<file path="src/necir_pkg.sv">
// Shared types and constants of the NEC infrared edge decoder.
`default_nettype none
package necir_pkg;

  localparam int unsigned TimeWidth = 20;
  localparam int unsigned WordWidth = 16;
  localparam int unsigned CountWidth = 5;
  localparam int unsigned RegIdxWidth = 3;
  localparam logic [CountWidth-1:0] BitsPerWord = CountWidth'(WordWidth);

  localparam logic [TimeWidth-1:0] ResetOneMin = TimeWidth'(1200);
  localparam logic [TimeWidth-1:0] ResetOneMax = TimeWidth'(2000);
  localparam logic [TimeWidth-1:0] ResetRepStartMin = TimeWidth'(35000);
  localparam logic [TimeWidth-1:0] ResetRepStartMax = TimeWidth'(45000);
  localparam logic [TimeWidth-1:0] ResetBurstMin = TimeWidth'(8000);
  localparam logic [TimeWidth-1:0] ResetGapMin = TimeWidth'(94000);
  localparam logic [TimeWidth-1:0] ResetGapMax = TimeWidth'(100000);
  localparam logic [TimeWidth-1:0] ResetTimeout = TimeWidth'(100000);

  typedef enum logic [2:0] {
    PhIdle     = 3'd0,
    PhSync     = 3'd1,
    PhAddr     = 3'd2,
    PhCmd      = 3'd3,
    PhRepBurst = 3'd4,
    PhRepGap   = 3'd5
  } necir_phase_e;

  typedef enum logic [RegIdxWidth-1:0] {
    RegOneMin      = 3'd0,
    RegOneMax      = 3'd1,
    RegRepStartMin = 3'd2,
    RegRepStartMax = 3'd3,
    RegBurstMin    = 3'd4,
    RegGapMin      = 3'd5,
    RegGapMax      = 3'd6,
    RegTimeout     = 3'd7
  } necir_reg_e;

  typedef enum logic {
    KindEdge    = 1'b0,
    KindTimeout = 1'b1
  } necir_kind_e;

  typedef struct packed {
    logic [TimeWidth-1:0] one_min;
    logic [TimeWidth-1:0] one_max;
    logic [TimeWidth-1:0] rep_start_min;
    logic [TimeWidth-1:0] rep_start_max;
    logic [TimeWidth-1:0] burst_min;
    logic [TimeWidth-1:0] gap_min;
    logic [TimeWidth-1:0] gap_max;
    logic [TimeWidth-1:0] timeout;
  } necir_cfg_t;

  typedef struct packed {
    logic [2:0]            phase;
    logic [WordWidth-1:0]  addr_shift;
    logic [WordWidth-1:0]  cmd_shift;
    logic [CountWidth-1:0] addr_cnt;
    logic [CountWidth-1:0] cmd_cnt;
  } necir_state_t;

  typedef struct packed {
    logic code_valid;
    logic is_repeat;
  } necir_report_t;

endpackage
`default_nettype wire

</file>
<file path="src/necir_cfg_regs.sv">
// Timing window registers of the NEC infrared edge decoder.
`default_nettype none
module necir_cfg_regs (
  input  logic                                   clk_i,
  input  logic                                   rst_ni,
  input  logic                                   cfg_we_i,
  input  logic [necir_pkg::RegIdxWidth-1:0]      cfg_idx_i,
  input  logic [necir_pkg::TimeWidth-1:0]        cfg_wdata_i,
  output necir_pkg::necir_cfg_t                  cfg_o
);

  necir_pkg::necir_cfg_t cfg_q, cfg_d;

  always_comb begin
    cfg_d = cfg_q;
    if (cfg_we_i) begin
      case (necir_pkg::necir_reg_e'(cfg_idx_i))
        necir_pkg::RegOneMin:      cfg_d.one_min = cfg_wdata_i;
        necir_pkg::RegOneMax:      cfg_d.one_max = cfg_wdata_i;
        necir_pkg::RegRepStartMin: cfg_d.rep_start_min = cfg_wdata_i;
        necir_pkg::RegRepStartMax: cfg_d.rep_start_max = cfg_wdata_i;
        necir_pkg::RegBurstMin:    cfg_d.burst_min = cfg_wdata_i;
        necir_pkg::RegGapMin:      cfg_d.gap_min = cfg_wdata_i;
        necir_pkg::RegGapMax:      cfg_d.gap_max = cfg_wdata_i;
        necir_pkg::RegTimeout:     cfg_d.timeout = cfg_wdata_i;
        default:                   cfg_d = cfg_q;
      endcase
    end
  end

  always_ff @(posedge clk_i or negedge rst_ni) begin
    if (!rst_ni) begin
      cfg_q.one_min       <= necir_pkg::ResetOneMin;
      cfg_q.one_max       <= necir_pkg::ResetOneMax;
      cfg_q.rep_start_min <= necir_pkg::ResetRepStartMin;
      cfg_q.rep_start_max <= necir_pkg::ResetRepStartMax;
      cfg_q.burst_min     <= necir_pkg::ResetBurstMin;
      cfg_q.gap_min       <= necir_pkg::ResetGapMin;
      cfg_q.gap_max       <= necir_pkg::ResetGapMax;
      cfg_q.timeout       <= necir_pkg::ResetTimeout;
    end else begin
      cfg_q <= cfg_d;
    end
  end

  assign cfg_o = cfg_q;

endmodule
`default_nettype wire

</file>
<file path="src/necir_step.sv">
// Next-state and report logic of the NEC decoder for one edge or timeout item.
`default_nettype none
module necir_step (
  input  necir_pkg::necir_cfg_t             cfg_i,
  input  necir_pkg::necir_state_t           state_i,
  input  logic                              kind_i,
  input  logic                              level_i,
  input  logic [necir_pkg::TimeWidth-1:0]   elapsed_us_i,
  output necir_pkg::necir_state_t           state_o,
  output necir_pkg::necir_report_t          report_o
);

  logic is_low;
  logic one_bit;
  logic in_rep_start;
  logic code_ok;
  logic [necir_pkg::CountWidth-1:0] addr_cnt_inc;
  logic [necir_pkg::CountWidth-1:0] cmd_cnt_inc;
  logic [necir_pkg::WordWidth-1:0]  addr_shifted;
  logic [necir_pkg::WordWidth-1:0]  cmd_shifted;

  // A word is good when its high byte is the complement of its low byte.
  function automatic logic word_ok(input logic [necir_pkg::WordWidth-1:0] w);
    word_ok = (w[15:8] == ~w[7:0]);
  endfunction

  assign is_low       = ~level_i;
  assign one_bit      = (elapsed_us_i > cfg_i.one_min) && (elapsed_us_i < cfg_i.one_max);
  assign in_rep_start = (elapsed_us_i > cfg_i.rep_start_min) &&
                        (elapsed_us_i < cfg_i.rep_start_max);
  assign code_ok      = word_ok(state_i.addr_shift) && word_ok(state_i.cmd_shift);
  assign addr_cnt_inc = state_i.addr_cnt + 1'b1;
  assign cmd_cnt_inc  = state_i.cmd_cnt + 1'b1;
  assign addr_shifted = {one_bit, state_i.addr_shift[necir_pkg::WordWidth-1:1]};
  assign cmd_shifted  = {one_bit, state_i.cmd_shift[necir_pkg::WordWidth-1:1]};

  always_comb begin
    state_o  = state_i;
    report_o = '0;
    if (kind_i == necir_pkg::KindTimeout) begin
      if (state_i.phase != necir_pkg::PhIdle && state_i.phase != necir_pkg::PhRepGap &&
          elapsed_us_i > cfg_i.timeout) begin
        state_o.phase = necir_pkg::PhIdle;
      end
    end else begin
      case (state_i.phase)
        necir_pkg::PhIdle: begin
          if (is_low) begin
            if (in_rep_start) begin
              state_o.phase = necir_pkg::PhRepBurst;
            end else begin
              state_o = '0;
              state_o.phase = necir_pkg::PhSync;
            end
          end
        end
        necir_pkg::PhSync: begin
          if (is_low) state_o.phase = necir_pkg::PhAddr;
        end
        necir_pkg::PhAddr: begin
          if (is_low) begin
            state_o.addr_shift = addr_shifted;
            state_o.addr_cnt   = addr_cnt_inc;
            if (addr_cnt_inc >= necir_pkg::BitsPerWord) state_o.phase = necir_pkg::PhCmd;
          end
        end
        necir_pkg::PhCmd: begin
          if (is_low) begin
            state_o.cmd_shift = cmd_shifted;
            state_o.cmd_cnt   = cmd_cnt_inc;
            if (cmd_cnt_inc >= necir_pkg::BitsPerWord) begin
              // The check sees the command word with the last bit shifted in.
              report_o.code_valid = word_ok(state_i.addr_shift) && word_ok(cmd_shifted);
              state_o.phase = necir_pkg::PhIdle;
            end
          end
        end
        necir_pkg::PhRepBurst: begin
          if (!is_low) begin
            if (elapsed_us_i < cfg_i.burst_min) begin
              state_o.phase = necir_pkg::PhIdle;
            end else if (code_ok) begin
              report_o.code_valid = 1'b1;
              report_o.is_repeat  = 1'b1;
            end
          end else begin
            state_o.phase = necir_pkg::PhRepGap;
          end
        end
        necir_pkg::PhRepGap: begin
          if (is_low) begin
            if (elapsed_us_i < cfg_i.gap_min) begin
              state_o.phase = necir_pkg::PhIdle;
            end else if (elapsed_us_i > cfg_i.gap_max) begin
              // A long gap is treated as a falling edge seen from idle.
              if (in_rep_start) begin
                state_o.phase = necir_pkg::PhRepBurst;
              end else begin
                state_o = '0;
                state_o.phase = necir_pkg::PhSync;
              end
            end else begin
              state_o.phase = necir_pkg::PhRepBurst;
            end
          end
        end
        default: state_o.phase = necir_pkg::PhIdle;
      endcase
    end
  end

endmodule
`default_nettype wire

</file>
<file path="src/nec_ir_edge_decoder.sv">
// Top level of the NEC infrared edge decoder: state and result registers.
//
//  channel  direction  handshake               payload
//  in       sink       in_valid_i / in_stall_o  kind, level, elapsed_us
//  out      source     out_valid_o / out_stall_i code_valid, is_repeat,
//                                               address, command, phase
//  cfg      sink       cfg_we_i                cfg_idx_i, cfg_wdata_i
//
// Each item is decoded in the cycle of its transfer and its
// result appears in the output register on the following cycle.
// One item can be taken in every cycle unless the output is stalled; the limit is the single output register.
// in_stall_o is high only while a result is held and the output is stalled.
// Reset returns the window registers to their defaults and the phase to idle.
`default_nettype none
module nec_ir_edge_decoder (
  input  logic                                clk_i,
  input  logic                                rst_ni,
  input  logic                                in_valid_i,
  output logic                                in_stall_o,
  input  logic                                in_kind_i,
  input  logic                                in_level_i,
  input  logic [necir_pkg::TimeWidth-1:0]     in_elapsed_us_i,
  output logic                                out_valid_o,
  input  logic                                out_stall_i,
  output logic                                out_code_valid_o,
  output logic                                out_is_repeat_o,
  output logic [necir_pkg::WordWidth-1:0]     out_address_o,
  output logic [necir_pkg::WordWidth-1:0]     out_command_o,
  output logic [2:0]                          out_phase_o,
  input  logic                                cfg_we_i,
  input  logic [necir_pkg::RegIdxWidth-1:0]   cfg_idx_i,
  input  logic [necir_pkg::TimeWidth-1:0]     cfg_wdata_i
);

  necir_pkg::necir_cfg_t    cfg;
  necir_pkg::necir_state_t  state_q, state_d;
  necir_pkg::necir_report_t report_d, report_q;
  logic                     out_valid_q, out_valid_d;
  logic                     in_xfer;

  necir_cfg_regs u_cfg (
    .clk_i       (clk_i),
    .rst_ni      (rst_ni),
    .cfg_we_i    (cfg_we_i),
    .cfg_idx_i   (cfg_idx_i),
    .cfg_wdata_i (cfg_wdata_i),
    .cfg_o       (cfg)
  );

  necir_step u_step (
    .cfg_i        (cfg),
    .state_i      (state_q),
    .kind_i       (in_kind_i),
    .level_i      (in_level_i),
    .elapsed_us_i (in_elapsed_us_i),
    .state_o      (state_d),
    .report_o     (report_d)
  );

  assign in_stall_o  = out_valid_q & out_stall_i;
  assign in_xfer     = in_valid_i & ~in_stall_o;
  assign out_valid_d = in_xfer | (out_valid_q & out_stall_i);

  always_ff @(posedge clk_i or negedge rst_ni) begin
    if (!rst_ni) begin
      state_q     <= '0;
      out_valid_q <= 1'b0;
    end else begin
      out_valid_q <= out_valid_d;
      if (in_xfer) begin
        state_q <= state_d;
      end
    end
  end

  // The reported words and phase are copies of the state after the item.
  always_ff @(posedge clk_i) begin
    if (in_xfer) begin
      report_q <= report_d;
    end
  end

  assign out_valid_o      = out_valid_q;
  assign out_code_valid_o = report_q.code_valid;
  assign out_is_repeat_o  = report_q.is_repeat;
  assign out_address_o    = state_q.addr_shift;
  assign out_command_o    = state_q.cmd_shift;
  assign out_phase_o      = state_q.phase;

  a_repeat_needs_code: assert property (@(posedge clk_i) disable iff (!rst_ni)
    out_valid_q && report_q.is_repeat |-> report_q.code_valid)
    else $error("repeat flag without a reported code");

  a_code_checks: assert property (@(posedge clk_i) disable iff (!rst_ni)
    out_valid_q && report_q.code_valid |->
      (state_q.addr_shift[15:8] == ~state_q.addr_shift[7:0]) &&
      (state_q.cmd_shift[15:8] == ~state_q.cmd_shift[7:0]))
    else $error("reported code fails the complement check");

  a_frame_ends_idle: assert property (@(posedge clk_i) disable iff (!rst_ni)
    out_valid_q && report_q.code_valid && !report_q.is_repeat |->
      state_q.phase == necir_pkg::PhIdle)
    else $error("full frame report not followed by idle");

  a_addr_count_range: assert property (@(posedge clk_i) disable iff (!rst_ni)
    state_q.phase == necir_pkg::PhAddr |-> state_q.addr_cnt < necir_pkg::BitsPerWord)
    else $error("address bit count overran in address phase");

  a_hold_on_stall: assert property (@(posedge clk_i) disable iff (!rst_ni)
    out_valid_q && out_stall_i |=> out_valid_q && $stable(state_q))
    else $error("decoder state moved while the result was stalled");

endmodule
`default_nettype wire

</file>
<file path="config.mk">
export PLATFORM = sky130hd
export DESIGN_NAME = nec_ir_edge_decoder
export DESIGN_NICKNAME = d
export VERILOG_FILES = /design/src/necir_pkg.sv /design/src/necir_cfg_regs.sv /design/src/necir_step.sv /design/src/nec_ir_edge_decoder.sv
export SDC_FILE = /design/constraint.sdc
export NUM_CORES = 1
export LEC_CHECK = 0
export BUFFER_PORTS_ARGS = -buffer_cell sky130_fd_sc_hd__buf_2
export CAP_MARGIN = 15
export CORE_UTILIZATION = 55
export CTS_BUF_LIST = sky130_fd_sc_hd__clkbuf_4 sky130_fd_sc_hd__clkbuf_8
export CTS_CLUSTER_DIAMETER = 150
export DETAILED_ROUTE_END_ITERATION = 6
export PLACE_DENSITY = 0.81
export SYNTH_ARGS = -nofsm -noshare
export SYNTH_HDL_FRONTEND = slang
export SYNTH_SLANG_ARGS = --single-unit
</file>
<file path="constraint.sdc">
create_clock -name clk_i -period 3.5 [get_ports clk_i]
set_input_delay 0.175 -clock clk_i [delete_from_list [all_inputs] [get_ports clk_i]]
set_output_delay 0.175 -clock clk_i [all_outputs]
set_load 0.01 [all_outputs]
</file>
==> flow_summary.yaml <==
worst_setup_path:
  required_ns: 3.95
  worstSetupStartpointType: "flip-flop"
  crit_fanout: 12
  critical_path_class: "reg -> reg"
  crit_arrival_ns: 3.68
  reg2reg_depth: 11
  critPathCaptureType: "flip-flop"
layout:
  syn_to_final_growth_pct: 13.0
  layout-drive-gt1-share_pct: 23.7
  fin_nets: 1554
  diodes: 0
sta:
  setup_viol: 0
  hold_viol_final: 0
  period_share_pct: 92.1
  final.setup.tns_ns: 0
  rsz0062_at_grt: "no"
  worst_pin_slew_ns: 1.11
  hold_slack_ns: 0.0837
  clock_skew_ns: 0.0418
  max_freq_mhz: 310
  drv_slew: 0
  slew_headroom_pct: 25.4
  fin_crit_ns: 3.23
yosys:
  syn_nets: 1462
  yosysSeqAreaShare_pct: 42.6
  yosysTopAreaCellShare_pct: 31.1
  synth_cells: 1254
  yosysWarnings: 0
  synth-seq-cells: 208
  syn_area_mm2: 0.0124
  synth_top_area_cell: "dfrtp_1"
  synthTopCellsByArea: "dfrtp_1 (31%), ha_1 (16%), dfstp_2 (11%), mux2_2 (7.8%), o21ai_0 (5.0%)"
  synthFlopType: "dfrtp_1"
  async_flop_share_pct: 99.0
  synth_cell_type_count: 63
  synth-edff-count: 2
  postSynthAreaPerCell_um2: 9.89
detailed_routing:
  num_vias: 9497
  drc: 12
  drt_iter0_markers: 648
  firstDrtPassIters: 7
  wl_per_cell_um: 17.8
  ant_nets: 0
  wirelength_um: 29500
  viasPerCell: 5.74
clocking:
  numCtsBuffers: 37
  clockBufferDepth: 3
  clk_latency_ns: 0.56
  clock_sinks: 208
  htreeDepth: 2
  cts_tree: "done"
  post_cts_resize_count: 0
  clk_pin_slew_ns: 0.06
  root_buffer: "clkbuf_8"
global_route:
  antenna_found_initial: 0
  grt_first_pass_wirelength_um: 48700
  overflow: 0
  grt_pass1_vias: 9687
  gr-usage-all-layers_pct: 26.5
  grt_max_degree: 104
hold_path:
  min_path_type: "in -> reg"
  whs_path_depth: 3
pwr:
  peakVddDrop_mv: 0.400
  leakage_nw: 6.74
  power_density_mw_per_mm2: 560
run_status:
  violations: "design-rule violations"
  outcome: "complete, but fails checks"
placed_design:
  portBuffers: 88
  gp_congestion: 0.873
  post-dp-hpwl_um: 20700
floorplanning:
  die_height_um: 152
  die_area_mm2: 0.0232
  ios: 89
  fp-row-count: 54
  start_util_pct: 56.5
  core_area_mm2: 0.0220
  die_x_um: 152
run:
  drv_cap: 0
## logic make-up after synthesis
| kind of cell | count (synthesis) | synth area share (%) |
|---|---|---|
| xor+xnor | 18 | 1.27 |
| fa+ha+maj | 158 | 15.9 |
| buf+inv | 232 | 8.40 |
| mux | 86 | 7.81 |
| compound gates | 263 | 13.0 |
| flops | 208 | 42.6 |
| simple gates | 289 | 11.0 |
## layout make-up
cell class | instances | area [um2]
fillers | 1699 | 7940
multi-input cells | 814 | 6100
flip-flops and latches | 208 | 5280
repair buffers | 126 | 817
clock buffers | 57 | 709
inverters | 159 | 597
well taps | 280 | 350
clock inverters | 11 | 165
## Yosys cell counts, types with 17 or more instances
cell type	count
mux2_2	86
o21ai_0	124
a21o_1	17
buf_4	37
nor2_1	27
clkbuf_1	29
a22o_1	17
nand4_1	28
inv_1	159
dfrtp_1	154
nand2_1	158
a21oi_1	53
ha_1	158
dfstp_2	52
## metrics by stage
stage          instances  area (um2)  utilization (%)  total power, mW  setup WS [ns]
2_1_floorplan       1254       12400                -             4.56          0.978
3_3_place_gp        1564       12900             58.8             5.05          0.546
3_5_place_dp        1564       12900             58.8             5.18          0.398
4_1_cts             1655       14000             63.8             7.88          0.307
5_1_grt             1655       14000             63.8             8.33        0.00607
6_report            1655       14000             63.8             7.85          0.275
## critical path: stages, from the launching register on
cell and delay [ns]:
dfstp_2 0.51, inv_1 0.05, ha_1 0.29, nand2_1 0.08, o21ai_0 0.31, o21ai_0 0.21
a21oi_1 0.22, o211ai_1 0.17, and2_1 0.23, o21ai_1 0.58, buf_4 0.30, a22o_1 0.15
## routing by layer
| metal | global-route usage, % | part of all wire, % | vias up | routed length [um] |
|---|---|---|---|---|
| li1 | - | - | 4500 | - |
| met1 | 34.4 | 44 | 4600 | 12900 |
| met2 | 43.3 | 46 | 312 | 13600 |
| met3 | 4.69 | 6.2 | 85 | 1830 |
| met4 | 12.0 | 3.9 | 0 | 1160 |
| met5 | 0 | 0 | - | 0 |
## worst paths after layout
kind | from | endpoint | slack [ns]
setup / recovery | u_cfg.cfg_o[111] | out_command_o[4] | 0.27
hold / removal | in_level_i | out_is_repeat_o | 0.08
setup reg to reg | u_cfg.cfg_o[111] | out_command_o[4] | 0.27
hold reg to reg | u_cfg.cfg_o[69] | u_cfg.cfg_o[69] | 0.50
max in group asynchronous | rst_ni | u_cfg.cfg_o[72] | 2.24
min in group asynchronous | rst_ni | state_q[0] | 0.29
## cell usage in the layout (no fill, tap or decap), drive strengths merged, types with 15 or more instances in the layout
master and instances:
xnor2 15, o21ai 129, buf 102, dlygate4sd3 23
mux2 86, a21o 17, clkbuf 58, nor3 16
nor2 28, nand2 158, inv 161, dfrtp 154
dfstp 52, a21oi 54, ha 158, nand4 29
a22o 17
## registers in the layout, indices dropped and copies added, names as in the netlist
signal	flops
u_cfg.cfg_o	160
out_address_o	16
out_command_o	16
out_valid_o	1
out_phase_o	3
state_q	10
out_is_repeat_o	1
out_code_valid_o	1
## power breakdown
part	switching (mW)	internal [mW]
combinational	1.18	0.869
clock	1.06	1.60
sequential	0.222	2.92
## timing repair
item                      4_1_cts  5_1_grt
setup buffers                   0        0
hold buffers                   23        0
hold endpoints to repair      139        0
Power figures use the tool's default switching activity.
